--- src/hdl/stts_pkg.sv ---
// ----------------------------------------------------------------------------
// Token scanner package
// Shared widths, scan modes, token kinds and the token record type.
// ----------------------------------------------------------------------------
package stts_pkg;

    localparam int CntW   = 16;
    localparam int KwB    = 6;
    localparam int KindW  = 6;

    localparam logic [CntW-1:0] CntMax = {CntW{1'b1}};

    // scan modes, one-hot
    typedef enum logic [7:0] {
        M_IDLE     = 8'b0000_0001,
        M_OP       = 8'b0000_0010,
        M_COMMENT  = 8'b0000_0100,
        M_STRING   = 8'b0000_1000,
        M_NUMBER   = 8'b0001_0000,
        M_NUMDOT   = 8'b0010_0000,
        M_FRACTION = 8'b0100_0000,
        M_IDENT    = 8'b1000_0000
    } t_mode;

    localparam logic [KindW-1:0] K_STOP     = 6'd0;
    localparam logic [KindW-1:0] K_DOT      = 6'd7;
    localparam logic [KindW-1:0] K_OP_BASE  = 6'd9;
    localparam logic [KindW-1:0] K_STRING   = 6'd31;
    localparam logic [KindW-1:0] K_NUMBER   = 6'd32;
    localparam logic [KindW-1:0] K_IDENT    = 6'd33;
    localparam logic [KindW-1:0] K_KW_BASE  = 6'd34;
    localparam logic [KindW-1:0] K_ERR_CHAR = 6'd43;
    localparam logic [KindW-1:0] K_ERR_STR  = 6'd44;

    typedef struct packed {
        logic [KindW-1:0] kind;
        logic [CntW-1:0]  start;
        logic [CntW-1:0]  len;
        logic [CntW-1:0]  line;
    } t_tok;

    // up to three tokens for one byte, with a count
    typedef struct packed {
        logic [1:0] cnt;
        t_tok       t0;
        t_tok       t1;
        t_tok       t2;
    } t_group;

    function automatic logic [CntW-1:0] sat_inc(input logic [CntW-1:0] x);
        return (x == CntMax) ? x : x + 1'b1;
    endfunction

    function automatic logic is_digit(input logic [7:0] b);
        return (b >= 8'h30) && (b <= 8'h39);
    endfunction

    function automatic logic is_alpha(input logic [7:0] b);
        return ((b >= 8'h61) && (b <= 8'h7a)) || ((b >= 8'h41) && (b <= 8'h5a));
    endfunction

    function automatic logic is_space(input logic [7:0] b);
        return (b == 8'h20) || ((b >= 8'd9) && (b <= 8'd13));
    endfunction

    // operator index 0..10, 4'hf if none
    function automatic logic [3:0] op_index(input logic [7:0] b);
        case (b)
            "+": return 4'd0;
            "-": return 4'd1;
            "*": return 4'd2;
            "/": return 4'd3;
            "%": return 4'd4;
            "<": return 4'd5;
            ">": return 4'd6;
            "=": return 4'd7;
            "!": return 4'd8;
            "&": return 4'd9;
            "|": return 4'd10;
            default: return 4'hf;
        endcase
    endfunction

    // punctuation kind 1..8, 0 if none
    function automatic logic [KindW-1:0] punct_kind(input logic [7:0] b);
        case (b)
            "(": return 6'd1;
            ")": return 6'd2;
            "{": return 6'd3;
            "}": return 6'd4;
            ";": return 6'd5;
            ",": return 6'd6;
            ".": return 6'd7;
            "^": return 6'd8;
            default: return 6'd0;
        endcase
    endfunction

endpackage

--- src/hdl/stts_front.sv ---
// ----------------------------------------------------------------------------
// Token scanner front end
// Accepts one byte per cycle while the queue is not full, runs the scan mode
// machine and produces the group of tokens that the byte completes.
// ----------------------------------------------------------------------------
module stts_front (
    input  logic              i_clk,
    input  logic              i_rst_n,
    input  logic              i_valid,
    input  logic [7:0]        i_char,
    output logic              o_ready,
    output logic              o_push,
    output stts_pkg::t_group  o_group,
    input  logic              i_full
);
    import stts_pkg::*;

    t_mode           r_mode, n_mode;
    logic [7:0]      r_held, n_held;
    logic [CntW-1:0] r_begin, n_begin;
    logic [CntW-1:0] r_size, n_size;
    logic [CntW-1:0] r_line, n_line;
    logic [CntW-1:0] r_pos, n_pos;
    logic [7:0]      r_pref [KwB];
    logic            pref_we;
    logic [2:0]      pref_idx;

    logic            acc;
    t_group          grp;
    logic [3:0]      hk;
    logic            wordc;
    logic [KindW-1:0] wkind;
    logic [CntW-1:0] dot_start;
    logic [CntW:0]   dot_sum;

    assign o_ready = !i_full;
    assign acc     = i_valid && o_ready;

    // keyword match on the stored prefix
    always_comb begin
        wkind = K_IDENT;
        case (r_size)
            16'd2: begin
                if (r_pref[0] == "f" && r_pref[1] == "n") wkind = K_KW_BASE + 6'd2;
                if (r_pref[0] == "i" && r_pref[1] == "f") wkind = K_KW_BASE + 6'd4;
            end
            16'd3: begin
                if (r_pref[0] == "f" && r_pref[1] == "o" && r_pref[2] == "r")
                    wkind = K_KW_BASE + 6'd3;
                if (r_pref[0] == "v" && r_pref[1] == "a" && r_pref[2] == "r")
                    wkind = K_KW_BASE + 6'd7;
            end
            16'd4: begin
                if ({r_pref[0], r_pref[1], r_pref[2], r_pref[3]} == "else")
                    wkind = K_KW_BASE;
                if ({r_pref[0], r_pref[1], r_pref[2], r_pref[3]} == "true")
                    wkind = K_KW_BASE + 6'd6;
            end
            16'd5: begin
                if ({r_pref[0], r_pref[1], r_pref[2], r_pref[3], r_pref[4]} == "false")
                    wkind = K_KW_BASE + 6'd1;
                if ({r_pref[0], r_pref[1], r_pref[2], r_pref[3], r_pref[4]} == "while")
                    wkind = K_KW_BASE + 6'd8;
            end
            16'd6: begin
                if ({r_pref[0], r_pref[1], r_pref[2], r_pref[3], r_pref[4],
                     r_pref[5]} == "return")
                    wkind = K_KW_BASE + 6'd5;
            end
            default: wkind = K_IDENT;
        endcase
    end

    assign dot_sum   = {1'b0, r_begin} + {1'b0, r_size};
    assign dot_start = dot_sum[CntW] ? CntMax : dot_sum[CntW-1:0];
    assign wordc     = is_alpha(i_char) || is_digit(i_char) || (i_char == "_");

    // next state and token group
    always_comb begin
        t_tok tk;
        logic idle_go;
        logic [CntW-1:0] lnow;
        logic [KindW-1:0] pk;
        n_mode   = r_mode;
        n_held   = r_held;
        n_begin  = r_begin;
        n_size   = r_size;
        n_line   = r_line;
        n_pos    = sat_inc(r_pos);
        pref_we  = 1'b0;
        pref_idx = 3'd0;
        grp      = '0;
        idle_go  = 1'b0;
        hk       = op_index(r_held);
        if (hk == 4'hf) hk = 4'd0;
        tk.kind  = '0;
        tk.start = '0;
        tk.len   = '0;
        tk.line  = r_line;
        pk       = '0;
        lnow     = r_line;

        case (r_mode)
            M_OP: begin
                if (r_held == "/" && i_char == "/") begin
                    n_mode = M_COMMENT;
                end else if ((i_char == "=" && hk <= 4'd8) ||
                             (i_char == "&" && hk == 4'd9) ||
                             (i_char == "|" && hk == 4'd10)) begin
                    tk = '{K_OP_BASE + {1'b0, hk, 1'b0}, r_begin, 16'd2, r_line};
                    grp.t0 = tk; grp.cnt = 2'd1;
                    n_mode = M_IDLE;
                end else begin
                    tk = '{K_OP_BASE + {1'b0, hk, 1'b1}, r_begin, 16'd1, r_line};
                    grp.t0 = tk; grp.cnt = 2'd1;
                    idle_go = 1'b1;
                end
            end
            M_COMMENT: begin
                if (i_char == 8'd0 || i_char == 8'h0a) idle_go = 1'b1;
            end
            M_STRING: begin
                if (i_char == 8'd0) begin
                    grp.t0 = '{K_ERR_STR, r_begin, r_size, r_line}; grp.cnt = 2'd1;
                    idle_go = 1'b1;
                end else begin
                    n_size = sat_inc(r_size);
                    if (i_char == 8'h22) begin
                        grp.t0 = '{K_STRING, r_begin, sat_inc(r_size), r_line};
                        grp.cnt = 2'd1;
                        n_mode = M_IDLE;
                    end else if (i_char == 8'h0a) begin
                        n_line = sat_inc(r_line);
                    end
                end
            end
            M_NUMBER: begin
                if (is_digit(i_char)) n_size = sat_inc(r_size);
                else if (i_char == ".") n_mode = M_NUMDOT;
                else begin
                    grp.t0 = '{K_NUMBER, r_begin, r_size, r_line}; grp.cnt = 2'd1;
                    idle_go = 1'b1;
                end
            end
            M_NUMDOT: begin
                if (is_digit(i_char)) begin
                    n_size = sat_inc(sat_inc(r_size));
                    n_mode = M_FRACTION;
                end else begin
                    grp.t0 = '{K_NUMBER, r_begin, r_size, r_line};
                    grp.t1 = '{K_DOT, dot_start, 16'd1, r_line};
                    grp.cnt = 2'd2;
                    idle_go = 1'b1;
                end
            end
            M_FRACTION: begin
                if (is_digit(i_char)) n_size = sat_inc(r_size);
                else begin
                    grp.t0 = '{K_NUMBER, r_begin, r_size, r_line}; grp.cnt = 2'd1;
                    idle_go = 1'b1;
                end
            end
            M_IDENT: begin
                if (wordc) begin
                    if (r_size < 16'(KwB)) begin
                        pref_we  = 1'b1;
                        pref_idx = r_size[2:0];
                    end
                    n_size = sat_inc(r_size);
                end else begin
                    grp.t0 = '{wkind, r_begin, r_size, r_line}; grp.cnt = 2'd1;
                    idle_go = 1'b1;
                end
            end
            default: idle_go = 1'b1;
        endcase

        // byte handled between tokens
        if (idle_go) begin
            n_mode = M_IDLE;
            pk = punct_kind(i_char);
            tk = '{K_STOP, r_pos, 16'd1, lnow};
            if (i_char == 8'd0) begin
                tk.kind = K_STOP;
            end else if (is_space(i_char)) begin
                if (i_char == 8'h0a) n_line = sat_inc(r_line);
            end else if (pk != '0) begin
                tk.kind = pk;
            end else begin
                n_begin = r_pos;
                n_size  = 16'd1;
                if (op_index(i_char) != 4'hf) begin
                    n_mode = M_OP;
                    n_held = i_char;
                end else if (i_char == 8'h22) begin
                    n_mode = M_STRING;
                end else if (is_digit(i_char)) begin
                    n_mode = M_NUMBER;
                end else if (is_alpha(i_char) || i_char == "_") begin
                    n_mode   = M_IDENT;
                    pref_we  = 1'b1;
                    pref_idx = 3'd0;
                end else begin
                    tk.kind = K_ERR_CHAR;
                end
            end
            if (i_char == 8'd0 || (!is_space(i_char) && (pk != '0 ||
                (op_index(i_char) == 4'hf && i_char != 8'h22 && !is_digit(i_char)
                 && !is_alpha(i_char) && i_char != "_")))) begin
                case (grp.cnt)
                    2'd0:    grp.t0 = tk;
                    2'd1:    grp.t1 = tk;
                    default: grp.t2 = tk;
                endcase
                grp.cnt = grp.cnt + 2'd1;
            end
            if (i_char == 8'd0) begin
                n_mode  = M_IDLE;
                n_held  = 8'd0;
                n_begin = '0;
                n_size  = '0;
                n_line  = 16'd1;
                n_pos   = '0;
            end
        end
    end

    assign o_push  = acc && (grp.cnt != 2'd0);
    assign o_group = grp;

    always_ff @(posedge i_clk) begin
        if (!i_rst_n) begin
            r_mode  <= M_IDLE;
            r_held  <= 8'd0;
            r_begin <= '0;
            r_size  <= '0;
            r_line  <= 16'd1;
            r_pos   <= '0;
        end else if (acc) begin
            r_mode  <= n_mode;
            r_held  <= n_held;
            r_begin <= n_begin;
            r_size  <= n_size;
            r_line  <= n_line;
            r_pos   <= n_pos;
        end
    end

    // identifier prefix, payload only
    always_ff @(posedge i_clk) begin
        if (acc && pref_we) r_pref[pref_idx] <= i_char;
    end

endmodule

--- src/hdl/stts_queue.sv ---
// ----------------------------------------------------------------------------
// Token group queue
// Four-entry queue of token groups between front and back ends.
// ----------------------------------------------------------------------------
module stts_queue (
    input  logic              i_clk,
    input  logic              i_rst_n,
    input  logic              i_push,
    input  stts_pkg::t_group  i_group,
    output logic              o_full,
    output logic              o_valid,
    output stts_pkg::t_group  o_group,
    input  logic              i_pop
);
    import stts_pkg::*;

    t_group     r_mem [4];
    logic [1:0] r_wp, r_rp;
    logic [2:0] r_cnt;
    logic       push, pop;

    assign o_full  = (r_cnt == 3'd4);
    assign o_valid = (r_cnt != 3'd0);
    assign o_group = r_mem[r_rp];
    assign push    = i_push && !o_full;
    assign pop     = i_pop && o_valid;

    always_ff @(posedge i_clk) begin
        if (!i_rst_n) begin
            r_wp  <= '0;
            r_rp  <= '0;
            r_cnt <= '0;
        end else begin
            if (push) r_wp <= r_wp + 2'd1;
            if (pop)  r_rp <= r_rp + 2'd1;
            r_cnt <= r_cnt + {2'b0, push} - {2'b0, pop};
        end
    end

    always_ff @(posedge i_clk) begin
        if (push) r_mem[r_wp] <= i_group;
    end

endmodule

--- src/hdl/stts_back.sv ---
// ----------------------------------------------------------------------------
// Token scanner back end
// Serialises each token group onto the output stream, one token per
// transaction, through an output register.
// ----------------------------------------------------------------------------
module stts_back (
    input  logic              i_clk,
    input  logic              i_rst_n,
    input  logic              i_valid,
    input  stts_pkg::t_group  i_group,
    output logic              o_pop,
    output logic              o_tvalid,
    input  logic              i_tready,
    output stts_pkg::t_tok    o_tok,
    output logic              o_last
);
    import stts_pkg::*;

    logic [1:0] r_idx;
    logic       r_valid;
    t_tok       r_tok;
    logic       r_last;
    logic       load, lastn;
    t_tok       sel;

    always_comb begin
        case (r_idx)
            2'd0:    sel = i_group.t0;
            2'd1:    sel = i_group.t1;
            default: sel = i_group.t2;
        endcase
    end

    assign load  = i_valid && (!r_valid || i_tready);
    assign lastn = (r_idx + 2'd1 == i_group.cnt);
    assign o_pop = load && lastn;

    always_ff @(posedge i_clk) begin
        if (!i_rst_n) begin
            r_idx   <= '0;
            r_valid <= 1'b0;
        end else begin
            if (load) r_idx <= lastn ? 2'd0 : r_idx + 2'd1;
            if (load) r_valid <= 1'b1;
            else if (i_tready) r_valid <= 1'b0;
        end
    end

    always_ff @(posedge i_clk) begin
        if (load) begin
            r_tok  <= sel;
            r_last <= lastn;
        end
    end

    assign o_tvalid = r_valid;
    assign o_tok    = r_tok;
    assign o_last   = r_last;

endmodule

--- src/hdl/source_text_token_scanner.sv ---
// ----------------------------------------------------------------------------
// Source text token scanner
// Streaming lexer: one ASCII byte in, zero to three tokens out.
// ----------------------------------------------------------------------------
// Usage:
//   Slave channel s_axis: one source byte per transaction in tdata; byte 0
//   ends the input, flushes pending tokens and emits a stop token.
//   Master channel m_axis: one token per transaction; tlast marks the last
//   token caused by one input byte.
//   Throughput: one byte per cycle while the queue is not full; a byte
//   yielding n tokens sends them one per transaction through the single output register.
//   Path: each byte's tokens pass the front end, then the four-entry group
//   queue, then the output register.
//   Reset clears the scan state, the queue and the output valid flag; the
//   block starts with line 1 and position 0, and returns to that after a
//   stop token.
//   A stall on m_axis fills the queue; s_axis_tready drops only once the
//   queue is full.
// ----------------------------------------------------------------------------
module source_text_token_scanner (
    input  logic        i_clk,
    input  logic        i_rst_n,
    input  logic        s_axis_tvalid,
    output logic        s_axis_tready,
    input  logic [7:0]  s_axis_tdata,   // [7:0] char_in
    output logic        m_axis_tvalid,
    input  logic        m_axis_tready,
    output logic [55:0] m_axis_tdata,   // [5:0] kind, [21:6] start, [37:22] length,
                                        // [53:38] line, rest zero
    output logic        m_axis_tlast
);
    import stts_pkg::*;

    logic   push, full, qvalid, pop;
    t_group fgrp, qgrp;
    t_tok   tok;

    stts_front u_front (
        .i_clk(i_clk), .i_rst_n(i_rst_n), .i_valid(s_axis_tvalid),
        .i_char(s_axis_tdata), .o_ready(s_axis_tready), .o_push(push),
        .o_group(fgrp), .i_full(full)
    );

    stts_queue u_queue (
        .i_clk(i_clk), .i_rst_n(i_rst_n), .i_push(push), .i_group(fgrp),
        .o_full(full), .o_valid(qvalid), .o_group(qgrp), .i_pop(pop)
    );

    stts_back u_back (
        .i_clk(i_clk), .i_rst_n(i_rst_n), .i_valid(qvalid), .i_group(qgrp),
        .o_pop(pop), .o_tvalid(m_axis_tvalid), .i_tready(m_axis_tready),
        .o_tok(tok), .o_last(m_axis_tlast)
    );

    assign m_axis_tdata = {2'b00, tok.line, tok.len, tok.start, tok.kind};

    // no input taken while the queue is full
    a_no_acc_full: assert property (@(posedge i_clk) disable iff (!i_rst_n)
        full |-> !s_axis_tready) else $error("byte accepted with queue full");

    // a stop token is always the last of its group
    a_stop_last: assert property (@(posedge i_clk) disable iff (!i_rst_n)
        (m_axis_tvalid && tok.kind == K_STOP) |-> m_axis_tlast)
        else $error("stop token not last");

    // a stalled token holds
    a_hold: assert property (@(posedge i_clk) disable iff (!i_rst_n)
        (m_axis_tvalid && !m_axis_tready) |=> $stable(m_axis_tdata))
        else $error("output changed under stall");

endmodule
--- config.mk ---
export PLATFORM = sky130hd
export DESIGN_NAME = source_text_token_scanner
export DESIGN_NICKNAME = d
export VERILOG_FILES = /design/src/hdl/stts_pkg.sv /design/src/hdl/stts_front.sv /design/src/hdl/stts_queue.sv /design/src/hdl/stts_back.sv /design/src/hdl/source_text_token_scanner.sv
export SDC_FILE = /design/constraint.sdc
export NUM_CORES = 1
export LEC_CHECK = 0
export BUFFER_PORTS_ARGS = -buffer_cell sky130_fd_sc_hd__buf_2
export CAP_MARGIN = 30
export CORE_ASPECT_RATIO = 1.2
export CORE_MARGIN = 2
export CORE_UTILIZATION = 60
export CTS_BUF_LIST = sky130_fd_sc_hd__clkbuf_2 sky130_fd_sc_hd__clkbuf_4 sky130_fd_sc_hd__clkbuf_8
export CTS_CLUSTER_SIZE = 8
export DETAILED_ROUTE_END_ITERATION = 6
export GPL_ROUTABILITY_DRIVEN = 0
export PLACE_DENSITY_LB_ADDON = 0.05
export SETUP_SLACK_MARGIN = 0.4
export SKIP_LAST_GASP = 1
export SLEW_MARGIN = 20
export SYNTH_ARGS = -nofsm -noshare
export SYNTH_HDL_FRONTEND = slang
export SYNTH_SLANG_ARGS = --single-unit
--- constraint.sdc ---
create_clock -name i_clk -period 9.25 [get_ports i_clk]
set_clock_uncertainty 0.2 [all_clocks]
set_input_delay 1.85 -clock i_clk [delete_from_list [all_inputs] [get_ports i_clk]]
set_output_delay 1.85 -clock i_clk [all_outputs]
set_load 0.01 [all_outputs]
==> flow_metrics.env <==
export IMPL_outcome="completed"
export IMPL_firstDrtPassIters=6
export IMPL_crit_type="input pin to flip-flop"
export IMPL_grt_pass1_vias=21310
export IMPL_antenna_found_initial=1
export IMPL_numClockSinks=723
export IMPL_timing_final_max_slew_violations=0
export IMPL_finalSetupViolations=0
export IMPL_ys_flop_type="edfxtp_1"
export IMPL_yosysUniqueCellTypes=114
export IMPL_async_flop_share_pct=0
export IMPL_clk_insertion_delay_late_ns=0.72
export IMPL_path_clk_slew_ns=0.06
export IMPL_via_per_inst=6.545
export IMPL_totalNegativeSetupSlack_ns=0
export IMPL_drcViolationCount=0
export IMPL_fmax_mhz=149.1
export IMPL_place_hpwl_um=49990
export IMPL_synth_cells=2364
export IMPL_die_area_um2=56520
export IMPL_p_per_area_nw_per_um2=230.3
export IMPL_num_rows=93
export IMPL_drt_iter0_drc=2283
export IMPL_layout_commonest_cell="edfxtp_1"
export IMPL_vias=21130
export IMPL_yosysWarnings=0
export IMPL_final_period_utilization_pct=72.51
export IMPL_worstHoldPathType="flip-flop to flip-flop"
export IMPL_area_growth_pct=9.559
export IMPL_avgSynthCellArea_um2=13.86
export IMPL_cts_tree="done"
export IMPL_io_pins=71
export IMPL_utilization_pct=66.65
export IMPL_port_buffers=68
export IMPL_vdd_ir_drop_max_mv=0.2386
export IMPL_rsz0062_at_grt="no"
export IMPL_wl_per_cell_um=24.68
export IMPL_ys_ff_latch=723
export IMPL_overflow=0
export IMPL_drive_gt1_share_pct=19.92
export IMPL_finalHoldViolCount=0
export IMPL_seq_area_frac_synth_pct=63.43
export IMPL_start_util_pct=60.84
export IMPL_h_tree_depth=3
export IMPL_drv_cap=0
export IMPL_mostFrequentLayoutCells="edfxtp_1, nand2_1, nor2_1, mux4_2, clkbuf_8"
export IMPL_cts_hold_buf=0
export IMPL_end_kind="flip-flop"
export IMPL_leakagePower_nw=11.82
export IMPL_post_cts_resized=0
export IMPL_finalCriticalPeriod_ns=6.707
export IMPL_postRouteAntennaNets=0
export IMPL_grt_pass1_wl_um=122600
export IMPL_crit_arrival_ns=7.06
export IMPL_cts_root_buf="clkbuf_8"
export IMPL_nNetsFinal=2487
export IMPL_wl_um=79680
export IMPL_chipHeight_um=260.0
export IMPL_max_slew_margin_pct=35.48
export IMPL_grt_use_total_pct=28.54
export IMPL_start_kind="input pin"
export IMPL_grt_max_degree=88
export IMPL_worstPathMaxFanout=25
export IMPL_die_width_um=217.4
export IMPL_required_ns=9.60
export IMPL_multi_input_area_um2=11180
export IMPL_synth_edf_count=631
export IMPL_post_cts_repair_setup_buffers=0
export IMPL_cts_buffers=107
export IMPL_worst_slew_pin_slew_ns=0.9677
export IMPL_num_fill_cells=3792
export IMPL_clk_path_buf_depth=3
export IMPL_mappedNetlistArea_um2=32780
export IMPL_final_seq_area_um2=20800
export IMPL_core_area_um2=53880
-- cell usage after synthesis, types with 7 or more instances --
cell,instances,area [µm²]
and3_1,14,87.58
nand3b_1,8,60.06
mux4_2,132,2973
inv_1,57,214.0
nand3_1,71,355.3
clkbuf_1,90,337.8
a211oi_1,11,82.58
mux2i_1,16,160.2
and2_1,91,569.3
o211ai_1,11,82.58
nand2_1,186,698.2
nor3b_1,7,52.55
ha_1,38,475.5
nor4_1,20,125.1
a21oi_1,79,395.4
o22ai_1,24,150.1
or3_1,11,68.82
a21o_1,13,97.59
nand4_1,21,131.4
nor3_1,43,215.2
and4_1,8,70.07
nor2_1,183,686.9
xor2_1,20,175.2
xnor2_1,33,289.0
or2_2,7,43.79
buf_2,21,105.1
edfxtp_1,631,18950
a31oi_1,15,93.84
dfxtp_1,92,1842
or4_1,7,52.55
o31ai_1,8,60.06
nor4bb_1,7,70.07
o21ai_0,88,440.4
nand2b_1,10,62.56
nor2b_1,31,193.9
buf_1,22,82.58
nand4b_1,9,78.83
a22oi_1,71,533.0
-- kinds of logic (layout without fill, tap and decap cells) --
kind of cell,count (synthesis),in the layout,synth area share [%]
xor+xnor,53,53,1.416
mux,153,153,9.731
buf+inv,202,352,2.546
simple gates,783,783,12.68
fa+ha+maj,40,40,1.573
flops,723,723,63.43
compound gates,409,409,8.609
other cells,1,3,0.01144
-- power breakdown --
group	switching, mW	total [mW]	internal (mW)
clock network	1.17	2.54	1.37
logic	0.965	1.65	0.684
registers	0.121	4.08	3.96
total	2.26	8.27	6.01
-- final timing paths --
kind | startpoint | end | slack, ns | depth (start not counted)
worst max-delay path | s_axis_tdata[1] | u_front.r_pos[4]$_SDFFE_PN0P_ | 2.54 | 12
worst min-delay path | u_back.r_idx[1]$_SDFFE_PN0P_ | u_back.r_idx[1]$_SDFFE_PN0P_ | 0.27 | 2
worst max register to register | u_front.r_held[1]$_SDFFE_PN0P_ | u_front.r_pos[4]$_SDFFE_PN0P_ | 2.74 | 15
worst min register to register | u_back.r_idx[1]$_SDFFE_PN0P_ | u_back.r_idx[1]$_SDFFE_PN0P_ | 0.27 | 2
-- metal layers --
layer | wire length, µm | GRT usage, % | part of all wire (%) | up-vias
met5 | 0 | 0 | 0 | -
met4 | 2670 | 10.62 | 3.4 | 0
met3 | 5634 | 4.386 | 7.1 | 224
met2 | 39520 | 48.29 | 50 | 916
met1 | 31850 | 37.72 | 40 | 10670
li1 | - | - | - | 9312
-- final cells by class --
cell class / count / share of cell area, %
clock buffers: 173 / 5.603
diodes: 1 / 0.006969
inverters: 60 / 0.6307
flip-flops and latches: 723 / 57.92
repair buffers: 103 / 1.923
multi-input cells: 1440 / 31.14
well taps: 712 / 2.481
clock inverters: 16 / 0.2927
-- per-stage QoR --
step | hold WS, ns | setup slack, ns | power [mW] | cell area [µm²] | cells
floorplan | 0.2319 | 1.313 | 5.250 | 32780 | 2365
global placement | 0.2411 | 2.133 | 5.772 | 33730 | 3034
detailed placement | 0.2574 | 2.003 | 5.822 | 33770 | 3036
CTS | 0.2732 | 2.784 | 8.352 | 35880 | 3225
global route | 0.2786 | 2.364 | 8.622 | 35910 | 3228
finish | 0.2737 | 2.543 | 8.268 | 35910 | 3228
-- registers in the layout (all words and copies together) (netlist names), named ones only --
register and cells:
u_queue.r_mem 528, u_back.o_tok 54, u_front.r_pref 48, u_front.r_begin 16, u_front.r_line 16, u_front.r_pos 16, u_front.r_size 16, u_front.r_held 8
u_front.r_mode 8, u_queue.r_cnt 3, u_back.r_idx 2, u_queue.r_rp 2, u_queue.r_wp 2, u_back.o_last 1, u_back.o_tvalid 1
-- critical path, cell delays in order --
cell      delay, ns
buf_2          0.25
or4_1          0.61
nor2_1         0.13
buf_4          0.29
nand2_2        0.16
a41oi_2        0.85
a211oi_2       0.07
a21boi_2       0.63
nand2_1        0.72
a21oi_4        0.61
a21o_1         0.73
nor2_1         0.12
No activity file was read; power rests on OpenSTA's default activity.
